## src/rtl/i2cnsp_pkg.sv

```systemverilog
package i2cnsp_pkg;

    // Operation codes of an input item.
    localparam logic [2:0] OP_BEGIN = 3'd0;
    localparam logic [2:0] OP_START = 3'd1;
    localparam logic [2:0] OP_WRITE = 3'd2;
    localparam logic [2:0] OP_READ  = 3'd3;
    localparam logic [2:0] OP_STOP  = 3'd4;
    localparam logic [2:0] OP_END   = 3'd5;

    // Sequencer command nibbles.
    localparam logic [3:0] CMD_ZERO  = 4'h0;
    localparam logic [3:0] CMD_2     = 4'h2;
    localparam logic [3:0] CMD_3     = 4'h3;
    localparam logic [3:0] CMD_4     = 4'h4;
    localparam logic [3:0] CMD_5     = 4'h5;
    localparam logic [3:0] CMD_BIT0  = 4'h8;
    localparam logic [3:0] CMD_BIT1  = 4'hc;
    localparam logic [3:0] CMD_RDBIT = 4'hd;
    localparam logic [3:0] CMD_WACK  = 4'he;

    // Command counts of the fixed expansions.
    localparam logic [3:0] CNT_START = 4'd4;
    localparam logic [3:0] CNT_STOP  = 4'd3;
    localparam logic [3:0] CNT_BYTE  = 4'd9;

    // Most commands one item expands into.
    localparam int NIB_SLOTS = 9;

    // Classified item as it travels from the front to the back.
    typedef struct packed {
        logic                      is_begin;
        logic                      is_end;
        logic [3:0]                cnt;
        logic [4*NIB_SLOTS-1:0]    nibs;
    } cmd_t;

endpackage

```

## src/rtl/i2cnsp_fifo.sv

```systemverilog
module i2cnsp_fifo #(
    parameter int WIDTH = 8,
    parameter int DEPTH = 2
) (
    input  logic             clk,
    input  logic             rst_n,
    input  logic             wr,
    input  logic [WIDTH-1:0] wr_data,
    input  logic             rd,
    output logic [WIDTH-1:0] rd_data,
    output logic             full,
    output logic             empty
);

    localparam int PTR_W = (DEPTH > 1) ? $clog2(DEPTH) : 1;
    localparam int CNT_W = $clog2(DEPTH + 1);

    logic [WIDTH-1:0] mem_reg [DEPTH];
    logic [PTR_W-1:0] wr_ptr_reg;
    logic [PTR_W-1:0] wr_ptr_next;
    logic [PTR_W-1:0] rd_ptr_reg;
    logic [PTR_W-1:0] rd_ptr_next;
    logic [CNT_W-1:0] count_reg;
    logic [CNT_W-1:0] count_next;
    logic             do_wr;
    logic             do_rd;

    // Writes are dropped when full; reads are ignored when empty.
    assign full  = (count_reg == CNT_W'(DEPTH));
    assign empty = (count_reg == '0);
    assign do_wr = wr && !full;
    assign do_rd = rd && !empty;
    assign rd_data = mem_reg[rd_ptr_reg];

    // Pointer and fill count update.
    always_comb
    begin
        wr_ptr_next = wr_ptr_reg;
        rd_ptr_next = rd_ptr_reg;
        count_next  = count_reg;
        if (do_wr)
        begin
            wr_ptr_next = (wr_ptr_reg == PTR_W'(DEPTH - 1)) ? '0 : wr_ptr_reg + 1'b1;
        end
        if (do_rd)
        begin
            rd_ptr_next = (rd_ptr_reg == PTR_W'(DEPTH - 1)) ? '0 : rd_ptr_reg + 1'b1;
        end
        if (do_wr && !do_rd)
        begin
            count_next = count_reg + 1'b1;
        end
        else if (do_rd && !do_wr)
        begin
            count_next = count_reg - 1'b1;
        end
    end

    always_ff @(posedge clk or negedge rst_n)
    begin
        if (!rst_n)
        begin
            wr_ptr_reg <= '0;
            rd_ptr_reg <= '0;
            count_reg  <= '0;
        end
        else
        begin
            wr_ptr_reg <= wr_ptr_next;
            rd_ptr_reg <= rd_ptr_next;
            count_reg  <= count_next;
        end
    end

    // Storage entries carry no reset.
    always_ff @(posedge clk)
    begin
        if (do_wr)
        begin
            mem_reg[wr_ptr_reg] <= wr_data;
        end
    end

endmodule

```

## src/rtl/i2cnsp_front.sv

```systemverilog
module i2cnsp_front (
    input  logic               push,
    input  logic [2:0]         op,
    input  logic [7:0]         data_byte,
    input  logic               last_read,
    input  logic               q_full,
    output logic               full,
    output logic               q_wr,
    output i2cnsp_pkg::cmd_t   q_data
);

    logic keep;

    // Expand the operation into its command list. Unused codes are dropped.
    always_comb
    begin
        q_data = '0;
        keep   = 1'b1;
        unique case (op)
            i2cnsp_pkg::OP_BEGIN:
            begin
                q_data.is_begin = 1'b1;
            end
            i2cnsp_pkg::OP_START:
            begin
                q_data.cnt          = i2cnsp_pkg::CNT_START;
                q_data.nibs[3:0]    = i2cnsp_pkg::CMD_5;
                q_data.nibs[7:4]    = i2cnsp_pkg::CMD_3;
                q_data.nibs[11:8]   = i2cnsp_pkg::CMD_4;
                q_data.nibs[15:12]  = i2cnsp_pkg::CMD_2;
            end
            i2cnsp_pkg::OP_WRITE:
            begin
                q_data.cnt = i2cnsp_pkg::CNT_BYTE;
                for (int k = 0; k < 8; k++)
                begin
                    q_data.nibs[4*k +: 4] = data_byte[7-k] ? i2cnsp_pkg::CMD_BIT1
                                                           : i2cnsp_pkg::CMD_BIT0;
                end
                q_data.nibs[35:32] = i2cnsp_pkg::CMD_WACK;
            end
            i2cnsp_pkg::OP_READ:
            begin
                q_data.cnt = i2cnsp_pkg::CNT_BYTE;
                for (int k = 0; k < 8; k++)
                begin
                    q_data.nibs[4*k +: 4] = i2cnsp_pkg::CMD_RDBIT;
                end
                q_data.nibs[35:32] = last_read ? i2cnsp_pkg::CMD_BIT1 : i2cnsp_pkg::CMD_BIT0;
            end
            i2cnsp_pkg::OP_STOP:
            begin
                q_data.cnt        = i2cnsp_pkg::CNT_STOP;
                q_data.nibs[3:0]  = i2cnsp_pkg::CMD_4;
                q_data.nibs[7:4]  = i2cnsp_pkg::CMD_3;
                q_data.nibs[11:8] = i2cnsp_pkg::CMD_5;
            end
            i2cnsp_pkg::OP_END:
            begin
                // The back decides between one and two zero commands.
                q_data.is_end = 1'b1;
            end
            default:
            begin
                keep = 1'b0;
            end
        endcase
    end

    // The input side is full exactly when the command queue is.
    assign full = q_full;
    assign q_wr = push && !q_full && keep;

endmodule

```

## src/rtl/i2cnsp_back.sv

```systemverilog
module i2cnsp_back #(
    parameter int ADDR_WIDTH = 11
) (
    input  logic                  clk,
    input  logic                  rst_n,
    input  i2cnsp_pkg::cmd_t      cmd,
    input  logic                  cmd_valid,
    output logic                  cmd_pop,
    input  logic                  out_full,
    output logic                  out_wr,
    output logic [7:0]            out_byte,
    output logic [ADDR_WIDTH-1:0] out_addr,
    output logic                  out_last
);

    logic [3:0]            pos_reg;
    logic [3:0]            pos_next;
    logic [3:0]            pend_reg;
    logic [3:0]            pend_next;
    logic                  half_reg;
    logic                  half_next;
    logic [ADDR_WIDTH-1:0] addr_reg;
    logic [ADDR_WIDTH-1:0] addr_next;

    logic [3:0]                         cnt_eff;
    logic [3:0]                         rem;
    logic [4*i2cnsp_pkg::NIB_SLOTS-1:0] shifted;
    logic [3:0]                         nib0;
    logic [3:0]                         nib1;
    logic [3:0]                         nib2;

    // An end item needs one zero command to close a half byte, else two.
    assign cnt_eff = cmd.is_end ? (half_reg ? 4'd1 : 4'd2) : cmd.cnt;
    assign rem     = cnt_eff - pos_reg;
    assign shifted = cmd.nibs >> {pos_reg, 2'b00};
    assign nib0    = shifted[3:0];
    assign nib1    = shifted[7:4];
    assign nib2    = shifted[11:8];
    assign out_addr = addr_reg;

    // Up to a byte per cycle, none on out_full; a lone command parks as pending.
    always_comb
    begin
        logic [3:0] use_cnt;
        logic [3:0] left;
        logic [3:0] stash;
        use_cnt   = '0;
        left      = '0;
        stash     = '0;
        pos_next  = pos_reg;
        pend_next = pend_reg;
        half_next = half_reg;
        addr_next = addr_reg;
        cmd_pop   = 1'b0;
        out_wr    = 1'b0;
        out_byte  = {nib1, nib0};
        out_last  = 1'b0;
        if (cmd_valid && !out_full)
        begin
            if (cmd.is_begin)
            begin
                addr_next = '0;
                cmd_pop   = 1'b1;
            end
            else if ((half_reg && rem != 4'd0) || (!half_reg && rem >= 4'd2))
            begin
                out_wr = 1'b1;
                if (half_reg)
                begin
                    out_byte = {nib0, pend_reg};
                    use_cnt  = 4'd1;
                    stash    = nib1;
                end
                else
                begin
                    out_byte = {nib1, nib0};
                    use_cnt  = 4'd2;
                    stash    = nib2;
                end
                addr_next = addr_reg + 1'b1;
                left      = rem - use_cnt;
                if (left == 4'd1)
                begin
                    pend_next = stash;
                    half_next = 1'b1;
                    pos_next  = '0;
                    cmd_pop   = 1'b1;
                    out_last  = 1'b1;
                end
                else if (left == 4'd0)
                begin
                    half_next = 1'b0;
                    pos_next  = '0;
                    cmd_pop   = 1'b1;
                    out_last  = 1'b1;
                end
                else
                begin
                    half_next = 1'b0;
                    pos_next  = pos_reg + use_cnt;
                end
            end
            else
            begin
                // At most one command left and no partner: park it, no byte.
                if (rem == 4'd1)
                begin
                    pend_next = nib0;
                    half_next = 1'b1;
                end
                pos_next = '0;
                cmd_pop  = 1'b1;
            end
        end
    end

    always_ff @(posedge clk or negedge rst_n)
    begin
        if (!rst_n)
        begin
            pos_reg  <= '0;
            pend_reg <= '0;
            half_reg <= 1'b0;
            addr_reg <= '0;
        end
        else
        begin
            pos_reg  <= pos_next;
            pend_reg <= pend_next;
            half_reg <= half_next;
            addr_reg <= addr_next;
        end
    end

endmodule

```

## src/rtl/i2c_nibble_sequence_packer.sv

```systemverilog
// I2C command packer. Each accepted item (begin, start, write byte, read byte,
// stop, end) is expanded into 4-bit sequencer commands that are packed two per
// result byte, first command in the low nibble, each result carrying the
// command memory address it belongs at; last marks the final result of an item.
// The input side takes one item per cycle, unless the two-entry command queue
// is full, while the packing sequencer drains that queue, emitting at most one
// byte per cycle into a two-entry result queue and none while it is full. An
// item yields as many bytes as its commands fill: start 2, stop 1 or 2, write
// and read byte 4 or 5 (9 commands plus a possibly pending one), end 1 and
// begin none, so a stream of byte transfers is bounded by the sequencer's
// single byte per cycle. Unused op codes are taken and dropped.
module i2c_nibble_sequence_packer #(
    parameter int ADDR_WIDTH = 11
) (
    input  logic                  clk,
    input  logic                  rst_n,
    input  logic                  push,
    output logic                  full,
    input  logic [2:0]            op,
    input  logic [7:0]            data_byte,
    input  logic                  last_read,
    output logic                  empty,
    input  logic                  pop,
    output logic [7:0]            mem_byte,
    output logic [ADDR_WIDTH-1:0] mem_addr,
    output logic                  last
);

    localparam int CMD_W = $bits(i2cnsp_pkg::cmd_t);
    localparam int RES_W = 8 + ADDR_WIDTH + 1;

    i2cnsp_pkg::cmd_t      fq_wr_data;
    i2cnsp_pkg::cmd_t      fq_rd_data;
    logic [CMD_W-1:0]      fq_rd_bits;
    logic                  fq_wr;
    logic                  fq_full;
    logic                  fq_empty;
    logic                  fq_pop;

    logic                  rq_wr;
    logic                  rq_full;
    logic [7:0]            rq_byte;
    logic [ADDR_WIDTH-1:0] rq_addr;
    logic                  rq_last;
    logic [RES_W-1:0]      rq_rd_data;

    // Front: classify and expand items.
    i2cnsp_front u_front (
        .push      (push),
        .op        (op),
        .data_byte (data_byte),
        .last_read (last_read),
        .q_full    (fq_full),
        .full      (full),
        .q_wr      (fq_wr),
        .q_data    (fq_wr_data)
    );

    // Command queue between front and back.
    i2cnsp_fifo #(
        .WIDTH (CMD_W),
        .DEPTH (2)
    ) u_cmd_q (
        .clk     (clk),
        .rst_n   (rst_n),
        .wr      (fq_wr),
        .wr_data (fq_wr_data),
        .rd      (fq_pop),
        .rd_data (fq_rd_bits),
        .full    (fq_full),
        .empty   (fq_empty)
    );

    assign fq_rd_data = i2cnsp_pkg::cmd_t'(fq_rd_bits);

    // Back: nibble packing sequencer.
    i2cnsp_back #(
        .ADDR_WIDTH (ADDR_WIDTH)
    ) u_back (
        .clk       (clk),
        .rst_n     (rst_n),
        .cmd       (fq_rd_data),
        .cmd_valid (!fq_empty),
        .cmd_pop   (fq_pop),
        .out_full  (rq_full),
        .out_wr    (rq_wr),
        .out_byte  (rq_byte),
        .out_addr  (rq_addr),
        .out_last  (rq_last)
    );

    // Result queue toward the consumer.
    i2cnsp_fifo #(
        .WIDTH (RES_W),
        .DEPTH (2)
    ) u_res_q (
        .clk     (clk),
        .rst_n   (rst_n),
        .wr      (rq_wr),
        .wr_data ({rq_last, rq_addr, rq_byte}),
        .rd      (pop),
        .rd_data (rq_rd_data),
        .full    (rq_full),
        .empty   (empty)
    );

    assign mem_byte = rq_rd_data[7:0];
    assign mem_addr = rq_rd_data[8 +: ADDR_WIDTH];
    assign last     = rq_rd_data[RES_W-1];

endmodule

```

## config.mk

```make
export PLATFORM = sky130hd
export DESIGN_NAME = i2c_nibble_sequence_packer
export DESIGN_NICKNAME = d
export VERILOG_FILES = /design/src/rtl/i2cnsp_pkg.sv /design/src/rtl/i2cnsp_fifo.sv /design/src/rtl/i2cnsp_front.sv /design/src/rtl/i2cnsp_back.sv /design/src/rtl/i2c_nibble_sequence_packer.sv
export SDC_FILE = /design/constraint.sdc
export NUM_CORES = 1
export LEC_CHECK = 0
export BUFFER_PORTS_ARGS = -buffer_cell sky130_fd_sc_hd__buf_4
export CAP_MARGIN = 20
export CORE_MARGIN = 2
export CORE_UTILIZATION = 35
export CTS_CLUSTER_DIAMETER = 50
export DETAILED_ROUTE_END_ITERATION = 10
export GPL_TIMING_DRIVEN = 0
export PLACE_DENSITY = 0.51
export REMOVE_ABC_BUFFERS = 1
export SKIP_CTS_REPAIR_TIMING = 1
export SYNTH_ARGS = -nofsm -noshare
export SYNTH_HDL_FRONTEND = slang
export SYNTH_HIERARCHICAL = 1
export SYNTH_SLANG_ARGS = --single-unit
```

## constraint.sdc

```tcl
create_clock -name clk -period 10.5 [get_ports clk]
set_clock_uncertainty 0.15 [all_clocks]
set_input_delay 0.525 -clock clk [delete_from_list [all_inputs] [get_ports clk]]
set_output_delay 0.525 -clock clk [all_outputs]
set_load 0.1 [all_outputs]
```

==> results.md <==
* Final Hold Vio Count at 0
* CTS sink count at 152
* TritonCTS buffer count at 17
* Dpl hpwl at 9.627 mm
* EDFF count, synth at 124
* Slew @ Worst Pin at 1.017 ns
* Met3 Use GR at 2.722%
* Yosys warnings at 6
* Maximum fanout along the worst path at 26
* Max Cap Viol at 0
* Fin crit share at 45.29%
* Setup crit end: u_cmd_q/count_reg[1]
* Residual DRC count at 0
* Commonest non-fill, non-tap cell in the layout: edfxtp_1
* RSZ-0062 raised after global routing: false
* Die area at 23540 sq um
* Critical path cell sequence: buf_12 -> mux2_4 -> mux2i_1 -> ha_1 -> fa_1 -> fa_1 -> nand2b_1 -> mux2_2 -> o21ai_1 -> o21a_1 -> o21ai_1 -> ha_1 -> xor2_1 -> nor2_1 -> xor2_1
* Wirelength per Cell at 16.63 microns
* Initial antenna violation count at 0
* Crit. End Element: flip-flop
* Die Wd at 153.4 microns
* Most crowded layer after global routing: met2
* Most frequent cells in the layout: edfxtp_1, mux2_4, buf_4
* Post-Synthesis Cell Area at 7816 sq um
* Max FFs per register at 84
* Post-Route WL at 14.32 mm
* Seq cells post-synth at 152
* Worst skew pair latency at 0.42 ns
* Fraction of registers with async set/reset at 18.42%
* Most used DFF post-synth: edfxtp_1
* DR vias/cell at 4.998
* Layout cells sized above 1 at 27.02%
* Cell count after synthesis at 545
* CTS tree: yes
* Crit path DAT at 4.96 ns
* # IOs at 38
* Final nets at 597
* Fmax at 210.3 MHz
* CP peak stage delay at 0.74 ns
* Post-synthesis sequential area ratio at 56.60%
* Layout area overhead at 13.88%
* M2 GR Usage at 21.30%
* Starting density of the core at 35.71%
* First-pass GRT wire length at 23.01 mm
* Vias at 4303
* Routability cong. at 0.7588
* TNS Setup at 0 ns
* CP max-delay cell: dfrtp_2
* Largest net degree at the start of global routing at 29
* Post-Syn Area per Cell at 14.34 sq um
* WP data required at 10.70 ns
* Clock-pin slew on the worst setup and hold paths at 0.06 ns
* Final Slew Violations at 0
* Final ANT Viol Nets at 0
* Status: finished, final reports clean
* Worst setup path category: reg -> reg
* Final setup viols at 0
* GRT Overall Usage at 12.59%
* Hold crit path type: in -> reg
* Worst setup SP type: flip-flop
* Synth cell types at 57
* Max_slew headroom at 32.22%
* GRT Residual Overflow at 0
* Period minus WS final at 4.756 ns
* FP Rows at 54
* R2r worst-path depth at 15
* IO Port Bufs at 37
* Met1 Resource Use GR at 15.25%
* Die H at 153.4 microns
* Pre-antenna DRT Iters at 4
* Filler cells at 2030
* Clk Tree Root Cell: clkbuf_16
* Worst R2R Start: u_cmd_q/rd_ptr_reg
* Clk buf depth at 2
* R2R setup slack at 5.74 ns
* Htree depth at 4
* Core Region at 21890 sq um
* Diode count at 0
* Worst R2R End: u_cmd_q/count_reg[1]
* Initial drt markers at 241
* CP Launch Point: u_cmd_q/rd_ptr_reg
* Vias in the first global route at 4392
==> synth_stat cells (4+ instances only) <==
cell type	instances	area share [%]
mux2_2	19	2.7
o211ai_1	4	0.38
and3_1	7	0.56
buf_4	25	2.4
a31oi_1	4	0.32
mux2i_1	23	2.9
xnor2_1	7	0.78
nand3b_1	8	0.77
clkbuf_1	5	0.24
edfxtp_1	124	48
nand3_1	6	0.38
mux2_4	39	7.5
nand2b_1	9	0.72
a21o_1	4	0.38
nor2b_1	7	0.56
a211oi_1	12	1.2
nor2_1	34	1.6
buf_2	8	0.51
nand2_1	20	0.96
dfrtp_1	28	9.0
mux2_1	23	3.3
o22ai_1	4	0.32
mux4_2	12	3.5
a21oi_1	11	0.70
a22o_1	4	0.45
xor2_1	5	0.56
ha_1	10	1.6
buf_12	4	1.0
inv_1	20	0.96
o21ai_0	20	1.3
==> critical path: cells and delay by family, from the launching register on <==
kind	cells	cell delay (ns)
AND/OR/NAND/NOR	2	0.18
multiplexers	3	0.79
XOR/XNOR	2	0.29
buffers and inverters	1	0.30
flip-flops	1	0.74
adder cells (fa/ha/maj)	4	1.53
AO/OA/AOI/OAI	3	0.68
==> area by class of cell <==
cell class / instances / area, sq um / share of cell area (%)
Sequential cell: 152 / 4425 / 49.72
Multi-Input combinational cell: 333 / 2987 / 33.55
Clock buffer: 20 / 446.7 / 5.018
Timing Repair Buffer: 44 / 417.9 / 4.695
Tap cell: 280 / 350.3 / 3.936
Clock inverter: 12 / 198.9 / 2.235
Inverter: 20 / 75.07 / 0.8434
==> worst min path at each step <==
stage	depth (start not counted)	endpoint	slack, ns	start
2_1_floorplan	0	u_back/half_reg	0.08	rst_n
3_3_place_gp	1	u_back/out_addr[10]	0.32	rst_n
3_5_place_dp	1	u_back/out_addr[10]	0.33	rst_n
4_1_cts	1	u_back/out_addr[10]	-0.13	rst_n
5_1_grt	3	u_cmd_q/mem_reg[0][22]	0.29	data_byte[2]
6_report	3	u_res_q/rd_ptr_reg	0.28	pop
==> layer usage <==
metal / wire (microns) / vias up
met3: 471 / 18
li1: - / 2051
met1: 6471 / 2153
met2: 7080 / 81
met5: 0 / -
met4: 297 / 0
==> kinds of logic after synthesis <==
kind of cell / Yosys count / share of synthesized area, %
DFF: 152 / 56.60
muxes: 116 / 19.95
and+or+nand+nor: 106 / 6.899
AOI/OAI and AO/OA: 76 / 6.403
buffers and inverters: 66 / 5.619
xor gates and xnor gates: 15 / 2.113
adders and majority gates: 13 / 2.369
other: 1 / 0.04798
==> per-stage QoR <==
step	setup WS (ns)	hold WS, ns	instances	util, %	cell area, sq um
after detailed placement	5.736	0.3269	828	37.67	8245
after global placement	3.902	0.3204	822	37.01	8103
after floorplan	5.257	0.07941	505	-	7475
after global routing	5.481	0.2911	861	40.66	8901
final	5.744	0.2830	861	40.66	8901
after CTS	5.740	-0.1291	860	40.62	8891
Power is left out: the tool's default activity adds up to more than one toggle a clock period on the data nets, which glitch-free logic cannot reach.
